<file path="src/sv/rbi_pkg.sv">
// ----------------------------------------------------------------------------
// Ray/box hit test package
// Shared widths, axis and face codes, stage payload types and helpers.
// ----------------------------------------------------------------------------
package rbi_pkg;

  // Coordinate width of every input field (signed fixed point).
  localparam int COORD_BITS = 32;
  // Differences of two coordinates need one more bit.
  localparam int DIFF_W     = COORD_BITS + 1;
  // Signed product of two DIFF_W values; sums of two such products fit too.
  localparam int PROD_W     = 2 * COORD_BITS + 2;

  localparam int IN_FIELDS  = 12;
  localparam int IN_W       = ((IN_FIELDS * COORD_BITS + 7) / 8) * 8;
  localparam int OUT_BITS   = 4;
  localparam int OUT_W      = ((OUT_BITS + 7) / 8) * 8;

  // Field slots inside the input tdata, in coordinate-sized units.
  localparam int FLD_START  = 0;
  localparam int FLD_DIR    = 3;
  localparam int FLD_LO     = 6;
  localparam int FLD_HI     = 9;

  localparam int NUM_AXES   = 3;
  localparam int NUM_FACES  = 6;

  localparam logic [1:0] AX_X = 2'd0;
  localparam logic [1:0] AX_Y = 2'd1;
  localparam logic [1:0] AX_Z = 2'd2;

  // Faces in test order.
  localparam int FACE_ZMIN = 0;
  localparam int FACE_ZMAX = 1;
  localparam int FACE_YMIN = 2;
  localparam int FACE_YMAX = 3;
  localparam int FACE_XMIN = 4;
  localparam int FACE_XMAX = 5;

  // Normal axis of each face.
  localparam logic [1:0] FACE_NORM [NUM_FACES] = '{AX_Z, AX_Z, AX_Y, AX_Y, AX_X, AX_X};
  // The two in-plane axes for each normal axis.
  localparam logic [1:0] OTHER_AX [NUM_AXES][2] = '{'{AX_Y, AX_Z},
                                                    '{AX_X, AX_Z},
                                                    '{AX_X, AX_Y}};

  typedef enum logic [2:0] {
    RSN_MISS   = 3'd0,
    RSN_INSIDE = 3'd1,
    RSN_ZMIN   = 3'd2,
    RSN_ZMAX   = 3'd3,
    RSN_YMIN   = 3'd4,
    RSN_YMAX   = 3'd5,
    RSN_XMIN   = 3'd6,
    RSN_XMAX   = 3'd7
  } reason_t;

  typedef logic signed [COORD_BITS-1:0] coord_t;
  typedef logic signed [DIFF_W-1:0]     diff_t;
  typedef logic        [COORD_BITS-1:0] mag_t;
  typedef logic signed [PROD_W-1:0]     prod_t;

  // First stage: differences, magnitudes of the directions, face distances.
  typedef struct packed {
    diff_t  [NUM_AXES-1:0]  dlo;
    diff_t  [NUM_AXES-1:0]  dhi;
    coord_t [NUM_AXES-1:0]  dir;
    mag_t   [NUM_AXES-1:0]  den;
    mag_t   [NUM_FACES-1:0] num;
    logic   [NUM_FACES-1:0] live;
    logic                   enclosed;
  } prep_t;

  // Second stage: cross products.
  typedef struct packed {
    prod_t [NUM_AXES-1:0][1:0]  plo;
    prod_t [NUM_AXES-1:0][1:0]  phi;
    prod_t [NUM_FACES-1:0][1:0] m;
    logic  [NUM_FACES-1:0]      live;
    logic                       enclosed;
  } prod_stage_t;

  // Third stage: per-face verdicts.
  typedef struct packed {
    logic [NUM_FACES-1:0] face_hit;
    logic                 enclosed;
  } eval_t;

  function automatic logic diff_pos(input diff_t v);
    return !v[DIFF_W-1] && (v != '0);
  endfunction

  function automatic logic prod_pos(input prod_t v);
    return !v[PROD_W-1] && (v != '0);
  endfunction

endpackage

</file>
<file path="src/sv/rbi_prep.sv">
// ----------------------------------------------------------------------------
// Ray/box hit test, preparation stage
// Forms coordinate differences, the inside test and the per-face distances.
// ----------------------------------------------------------------------------
module rbi_prep (
  input  logic            clk,
  input  logic            load,
  input  rbi_pkg::coord_t start  [3],
  input  rbi_pkg::coord_t dir    [3],
  input  rbi_pkg::coord_t box_lo [3],
  input  rbi_pkg::coord_t box_hi [3],
  output rbi_pkg::prep_t  prep_r
);
  import rbi_pkg::*;

  prep_t prep_nxt;
  diff_t dlo [NUM_AXES];
  diff_t dhi [NUM_AXES];
  diff_t raw [NUM_FACES];
  logic  dneg [NUM_AXES];
  logic  dzero [NUM_AXES];
  logic  rneg [NUM_FACES];
  logic  rpos [NUM_FACES];

  always_comb begin
    prep_nxt          = '0;
    prep_nxt.enclosed = 1'b1;
    for (int a = 0; a < NUM_AXES; a++) begin
      dlo[a]   = DIFF_W'(start[a]) - DIFF_W'(box_lo[a]);
      dhi[a]   = DIFF_W'(box_hi[a]) - DIFF_W'(start[a]);
      dneg[a]  = dir[a][COORD_BITS-1];
      dzero[a] = (dir[a] == '0);
      prep_nxt.dlo[a] = dlo[a];
      prep_nxt.dhi[a] = dhi[a];
      prep_nxt.dir[a] = dir[a];
      prep_nxt.den[a] = dneg[a] ? mag_t'(-dir[a]) : mag_t'(dir[a]);
      prep_nxt.enclosed = prep_nxt.enclosed && diff_pos(dlo[a]) && diff_pos(dhi[a]);
    end
    // Distance from the start to each face plane along its normal, folded so
    // that it is never negative once the direction points towards the plane.
    for (int f = 0; f < NUM_FACES; f++) begin
      raw[f]  = (f % 2 == 1) ? dhi[FACE_NORM[f]] : -dlo[FACE_NORM[f]];
      rneg[f] = raw[f][DIFF_W-1];
      rpos[f] = !rneg[f] && (raw[f] != '0);
      prep_nxt.live[f] = !dzero[FACE_NORM[f]] &&
                         !(rneg[f] && !dneg[FACE_NORM[f]]) &&
                         !(rpos[f] && dneg[FACE_NORM[f]]);
      prep_nxt.num[f]  = dneg[FACE_NORM[f]] ? mag_t'(-raw[f]) : mag_t'(raw[f]);
    end
  end

  always_ff @(posedge clk) begin
    if (load) begin
      prep_r <= prep_nxt;
    end
  end

endmodule

</file>
<file path="config.mk">
export PLATFORM = sky130hd
export DESIGN_NAME = rbi_prep
export DESIGN_NICKNAME = d
export VERILOG_FILES = /design/src/sv/rbi_pkg.sv /design/src/sv/rbi_prep.sv
export SDC_FILE = /design/constraint.sdc
export NUM_CORES = 1
export LEC_CHECK = 0
export BUFFER_PORTS_ARGS = -buffer_cell sky130_fd_sc_hd__clkbuf_2
export CORE_AREA = 4 4 381 383
export CTS_CLUSTER_SIZE = 10
export DETAILED_ROUTE_END_ITERATION = 8
export DIE_AREA = 0 0 385 387
export GPL_TIMING_DRIVEN = 1
export SLEW_MARGIN = 20
export SYNTH_ARGS = -nofsm -noshare
export SYNTH_HDL_FRONTEND = slang
export SYNTH_SLANG_ARGS = --single-unit
</file>
<file path="constraint.sdc">
create_clock -name clk -period 7.7 [get_ports clk]
set_input_delay 0.77 -clock clk [delete_from_list [all_inputs] [get_ports clk]]
set_output_delay 0.77 -clock clk [all_outputs]
set_load 0.01 [all_outputs]
</file>
* Yosys cells after proc, flatten, opt, wreduce, memory -nomap -nowiden
Cells that the tools add are included.
W data, S select, Z words.
** Storage, ports and cells
- Bits in registers :: 589
- Bits of input ports :: 386
- Word-level logic and storage cells :: 133
** Operators by class
- Add/sub/neg operators :: 18
- Reduce and logical (&&, ||, !) cells :: 83
- Mux-type cells :: 9
** Operators by type and width (number)
- $reduce_bool A33 Y1 :: 9
- $neg A32 Y32 :: 9
- $sub A32 B32 Y33 :: 6
- $mux W32 :: 6
- $neg A33 Y33 :: 3
- $logic_not A32 Y1 :: 3
- $mux W31 :: 3
- $logic_and A1 B1 Y1 :: 41
- $logic_not A1 Y1 :: 30

* Depth between registers and ports, before layout
Gate-level depths: netlist (run 1).
- Word-level depth :: 8
- Gate-level depth with buffers :: 19
- Mapped depth without buffers :: 19

* Worst setup path after synthesis (run 1)
No wires, ideal clock.
- Path type :: input to register
- Start point :: input start[0] (netlist bit)
- End point :: register prep_r[38] (netlist bit), data pin
- Library setup time :: 0.270 ns
- Slack :: 2.254 ns
- Required time :: 7.430 ns
- Stages :: 18
- Arrival time :: 5.177 ns
- Path through :: inv_1 ha_1 inv_1 fa_1 a21o_1 a21oi_2 xor2_1 o2111ai_2 or4_1 buf_2 or4_4 or4_1 clkbuf_1 nor2_1 mux2_2 a21o_1 o41ai_2 xor2_1
** RTL lines
- start, declared :: RTL line rbi_prep.sv:8 : input rbi_pkg::coord_t start [3],
- end signal, assigned :: RTL line rbi_prep.sv:54 : prep_r <= prep_nxt;
- end, declared :: RTL line rbi_prep.sv:12 : output rbi_pkg::prep_t prep_r

==> results.ini, run 1 <==
[cells_and_area]
n_fill_cell = 14400
largest_reg_flops = 580
reg_top3 = prep_r (580)
nets = 5392
regMostFlops = prep_r
register_area_mm2 = 0.0174
area_growth_pct = 24.0
multi_input_area_mm2 = 0.0195
drive_above_1_share_pct = 24.1

[logic_synthesis]
synth_seq_cells = 580
synth_flop_cell = edfxtp_1
syn-cell-area_mm2 = 0.0386
syn_nets = 4448
synthTopCellsByCount = edfxtp_1 (580), xnor2_1 (360), inv_1 (332), nand2_1 (261), o21ai_0 (242)
ys_types = 93
async_flop_share_pct = 0
ys_seq_area_share_pct = 45.1
yosysMostFrequentCell = edfxtp_1
syn_inst = 3851
synth_area_leaders = edfxtp_1 (45%), xnor2_1 (8.2%), ha_1 (6.6%), inv_1 (3.2%), o21ai_0 (3.1%)
yosysWarnings = 0
synth-edff-count = 580
synth_top_cell_by_area = edfxtp_1
synth_top_area_share_pct = 45.1
avgSynthCellArea_um2 = 10.0

[timing]
slew_violations = 0
relSlewSlack_pct = 27.6
fmax_mhz = 180
setup_viol = 0
post-route-period-util_pct = 72.1
rsz0062_at_grt = false
worst_pin_slew_ps = 1090
whs_ps = 336
finalSetupTns_ps = 0
hold_viol = 0
period_minus_slack_ps = 5550

[route]
num_vias = 34800
drc = 0
ant_nets = 0
vias_per_cell = 5.17
wire_per_inst_um = 23.9
drt_wl_total_um = 161000
drt-pass1-iter-count = 5
drtIter0Drc = 2653

[pwr]
clkPwrFrac_pct = 30.8
internal_power_mw = 7.26
power.total_mw = 11.1
pwr-share-comb_pct = 30.4
p_leak_nw = 19.8
power.density_mw_per_mm2 = 231
netSwitchingFraction_pct = 34.5
seqPwrFrac_pct = 38.7
p_switching_mw = 3.82
vdd.ir_drop.worst_v = 0.000175

[placement]
io_buffers = 974
dp_hpwl_um = 133000
place_congestion = 0.936

[grt]
grt_first_pass_wirelength_um = 228000
antenna_found_initial = 43
grt_max_degree = 140
grt_usage_pct = 20.6
grt_pass1_vias = 33000
gr-total-overflow = 0

[die]
core_mm2 = 0.141
die_w_um = 385
design.die.area_mm2 = 0.149
rows = 138
start_util_pct = 27.3
ioPinCount = 975
die_h_um = 387

[setup_path]
cp-end-kind = register
cp_max_fo = 7
cp_slowest_cell = or4b_2
max_stage_delay_ps = 640
path_cells = clkbuf_2, inv_1, ha_1, inv_1, fa_1, xnor2_1, and3_1, or4b_2, a21oi_1, nand3_1, nor2_1, nand4_1, or4_1, a211oi_1, o211ai_1, or4b_1, a31oi_1
start_kind = primary input
arrival_ps = 6050
cp.required_ps = 8200
crit_type = primary input to register
critPathTopFamily = simple AND/OR/NAND/NOR gates
cp_num_buf_inv = 3
path_common_cell = inv_1

[run]
max-cap-violations = 0

[clock_tree]
cts_buffers = 77
cts_tree = yes
path_clk_slew_ps = 50
cts_max_level = 3
cts_resized = 0
cts_hold_buf = 0
cts_root_buf = clkbuf_16
cts_sinks = 580
post_cts_buffers = 0
cts_buffer_depth = 3

[hold_path]
hp-class = primary input to register

[status]
status = completed

==> layout by cell type (no fill, tap or decap), types with 38 or more instances in the layout <==
master	n
xnor2_1	360
nand2_1	261
o31ai_1	77
a21oi_1	210
edfxtp_1	580
o211ai_1	39
inv_1	332
o21a_1	49
and3_1	41
clkbuf_2	970
a21o_1	117
nand3_1	83
xor2_1	81
nand4_1	44
nor3_1	97
o21ai_0	242
clkbuf_16	78
or3_1	77
nor2_1	192
ha_1	205
or4_1	38
==> through the flow <==
step | cells | util, % | setup WS (ps) | instance area, µm²
2_1_floorplan | 3851 | - | 2250 | 38600
3_3_place_gp | 6606 | 32.2 | 1590 | 45600
3_5_place_dp | 6606 | 32.2 | 1490 | 45600
4_1_cts | 6726 | 33.9 | 2240 | 47900
5_1_grt | 6731 | 33.9 | 1780 | 47900
6_report | 6738 | 33.9 | 2150 | 47900
==> power by group through the flow <==
stage          clock (mW)  combinational [mW]  sequential [mW]
6_report             3.42                3.37             4.29
5_1_grt              3.66                3.66             4.33
4_1_cts              3.53                3.38             4.30
3_5_place_dp            0                3.36             4.35
3_3_place_gp            0                3.35             4.35
2_1_floorplan           0                1.68             4.53
==> worst paths after layout <==
| check | depth (start not counted) | slack (ps) | from | to |
|---|---|---|---|---|
| worst min-delay path | 1 | 340 | dir[85] | prep_r[316]$_DFFE_PP_ |
| worst max-delay path | 17 | 2150 | start[64] | prep_r[5]$_DFFE_PP_ |
==> routing by layer <==
| layer | wire length, µm | GRT usage [%] | part of all wire (%) |
|---|---|---|---|
| met5 | 210 | 0 | 0.13 |
| met4 | 4890 | 6.49 | 3.0 |
| met3 | 15300 | 6.40 | 9.5 |
| met2 | 75400 | 33.9 | 47 |
| met1 | 65300 | 25.7 | 41 |
==> cell type report <==
| cell class | count | share of cell area [%] |
|---|---|---|
| repair buffers | 990 | 10.6 |
| well taps | 1890 | 4.94 |
| clock inverters | 32 | 0.695 |
| flip-flops and latches | 580 | 36.3 |
| clock buffers | 88 | 4.15 |
| inverters | 333 | 2.61 |
| multi-input cells | 2813 | 40.6 |
| diodes | 12 | 0.0627 |
==> cell families (layout without fill, tap and decap cells) <==
logic type               count (synthesis)  in the layout  share of synthesized area [%]
other                                    0             12                              0
adder cells (fa/ha/maj)                211            211                           6.95
XOR/XNOR                               442            442                           10.0
multiplexers                            15             15                          0.401
flip-flops                             580            580                           45.1
AO/OA/AOI/OAI                         1066           1066                           18.4
AND/OR/NAND/NOR                       1079           1079                           14.5
buffers and inverters                  458           1443                           4.57
No activity file was read; power rests on OpenSTA's default activity.
==> inputs of run 2 (changes only) <==
--- a/config.mk
+++ b/config.mk
@@ -5,11 +5,12 @@
 export SDC_FILE = /design/constraint.sdc
 export NUM_CORES = 1
 export LEC_CHECK = 0
+export ABC_AREA = 1
 export BUFFER_PORTS_ARGS = -buffer_cell sky130_fd_sc_hd__clkbuf_2
-export CORE_AREA = 4 4 381 383
+export CORE_AREA = 4 4 374 376
 export CTS_CLUSTER_SIZE = 10
 export DETAILED_ROUTE_END_ITERATION = 8
-export DIE_AREA = 0 0 385 387
+export DIE_AREA = 0 0 378 380
 export GPL_TIMING_DRIVEN = 1
 export SLEW_MARGIN = 20
 export SYNTH_ARGS = -nofsm -noshare
==> constraint.sdc (replaced) <==
create_clock -name clk -period 4.8 [get_ports clk]
set_input_delay 0.48 -clock clk [delete_from_list [all_inputs] [get_ports clk]]
set_output_delay 0.48 -clock clk [all_outputs]
set_load 0.01 [all_outputs]
==> results.ini, run 2 <==
[logic_synthesis]
synth_compound_gate_area_share_pct = 5.20
synth_seq_cells = 580
synth-adder-area-share_pct = 6.23
async_flop_share_pct = 0
syn_nets = 6412
synth-edff-count = 580
ys_types = 53
yosysMostFrequentCell = nand2_1
synth_area_leaders = edfxtp_1 (40%), nand2_1 (15%), inv_1 (8.8%), ha_1 (6.0%), nor2_1 (5.2%)
muxShareOfSynthArea_pct = 0
synthTopCellsByCount = nand2_1 (1,768), inv_1 (1,010), nor2_1 (601), edfxtp_1 (580), nand3_1 (409)
avgSynthCellArea_um2 = 7.41
syn_inst = 5815
syn-cell-area_mm2 = 0.0431
synthSimpleGateAreaFrac_pct = 31.9
synth_flop_cell = edfxtp_1
ys_seq_area_share_pct = 40.4
synth_top_cell_by_area = edfxtp_1
synth_top_family_by_area = simple AND/OR/NAND/NOR gates
synth_top_area_share_pct = 40.4
yosysWarnings = 0
synthXorXnorAreaFrac_pct = 6.56

[timing]
hold_viol = 0
fmax_mhz = 246
setup_viol = 0
period_minus_slack_ps = 4070
slew_violations = 0
worst_pin_slew_ps = 1250
finalSetupTns_ps = 0
rsz0062_at_grt = false
post-route-period-util_pct = 84.7
relSlewSlack_pct = 16.2

[grt]
grt_usage_pct = 25.4
antenna_found_initial = 12
grt_pass1_vias = 40800
grt_max_degree = 104
gr-total-overflow = 0
grt_first_pass_wirelength_um = 271000

[route]
drt_wl_total_um = 190000
drt-pass1-iter-count = 8
vias_per_cell = 4.94
wire_per_inst_um = 21.8
drc = 0
drtIter0Drc = 3602
ant_nets = 0
num_vias = 43200

[cells_and_area]
regMostFlops = prep_r
drive_above_1_share_pct = 19.5
mostFrequentLayoutCells = nand2_1 (1,768), inv_1 (1,010), clkbuf_2 (972), nor2_1 (601), edfxtp_1 (580)
area_growth_pct = 23.6
final_util_pct = 38.9
nets = 7506
largest_reg_flops = 580
reg_top3 = prep_r (580)
mostFrequentLayoutCell = nand2_1
design_area_mm2 = 0.0533
n_fill_cell = 14300

[hold_path]
worstHoldStart = dir[37]
hp-class = primary input to register

[pwr]
clkPwrFrac_pct = 30.5
internal_power_mw = 11.7
pwr-share-comb_pct = 32.5
seqPwrFrac_pct = 37.0
p_switching_mw = 7.07
power.total_mw = 18.7
vdd.ir_drop.worst_v = 0.000360
power.density_mw_per_mm2 = 351
p_leak_nw = 26.8
netSwitchingFraction_pct = 37.8

[die]
design.die.area_mm2 = 0.144
die_h_um = 380
rows = 136
core_mm2 = 0.137
ioPinCount = 975
start_util_pct = 31.5
die_w_um = 378

[clock_tree]
cts_resized = 0
cts_max_level = 3
cts_buffers = 77
path_clk_slew_ps = 50
cts_tree = yes
post_cts_buffers = 0
cts_buffer_depth = 3
cts_root_buf = clkbuf_16
cts_sinks = 580
cts_hold_buf = 47

[setup_path]
crit_type = primary input to register
cp-end-kind = register
arrival_ps = 4460
start_kind = primary input
crit_start = dir[65]
cp.required_ps = 5190
cp_max_fo = 4

[status]
status = completed

[placement]
dp_hpwl_um = 162000
postPlaceCellArea_mm2 = 0.0504
io_buffers = 974
place_congestion = 0.989

[run]
max-cap-violations = 0

==> run 2: critical path: stages <==
cell and delay (ps):
dlygate4sd3_1 600, clkbuf_2 170, inv_1 80, ha_1 140, inv_1 60, nor4_1 530
nand2_1 170, nor3_1 310, nand2_1 130, nor4_1 220, nand4_1 190, nor3_1 560
nand3_1 510, a21oi_1 250, a21oi_1 50
==> run 2: worst paths after layout <==
kind	end	slack, ps	cells after the start
setup / recovery	prep_r[5]$_DFFE_PP_	730	15
hold / removal	prep_r[332]$_DFFE_PP_	70	1
==> run 2: power by group through the flow <==
stage	registers, mW	logic (mW)	clock network (mW)
floorplan	7.21	3.00	0
global placement	7.02	5.97	0
detailed placement	7.01	5.97	0
CTS	6.93	6.04	5.87
global route	6.96	6.61	6.06
finish	6.92	6.08	5.71
==> run 2: final cells by class <==
class                      count  area (µm²)  share of cell area (%)
antenna                        5        12.5                  0.0235
clock buffer                  90        1980                    3.71
clock inverter                32         452                   0.848
inverter                    1060        3980                    7.47
multi-input combinational   4130       21500                    40.3
sequential                   580       17400                    32.7
tap                         1794        2240                    4.21
timing repair buffer        1060        5700                    10.7
==> run 2: metrics by stage <==
| stage | cells | hold WS [ps] | setup slack (ps) |
|---|---|---|---|
| 6_report | 8751 | 72.7 | 734 |
| 5_1_grt | 8748 | 29.2 | 564 |
| 4_1_cts | 8746 | 0.285 | 815 |
| 3_5_place_dp | 8577 | 697 | 467 |
| 3_3_place_gp | 8577 | 695 | 448 |
| 2_1_floorplan | 5815 | 579 | 1360 |
==> run 2: layer usage <==
metal,vias up,wire [µm],global-route usage (%)
li1,20800,-,-
met1,20300,80200,32.8
met2,1825,86800,41.4
met3,301,14100,4.62
met4,8,9310,11.4
met5,-,60,0
==> run 2: cells by family (layout without fill, tap and decap cells) <==
group	count (synthesis)	in the layout
AOI/OAI and AO/OA	404	404
buffers and inverters	1105	2242
other	0	5
DFF	580	580
xor gates and xnor gates	320	320
adders and majority gates	211	211
and+or+nand+nor	3195	3195
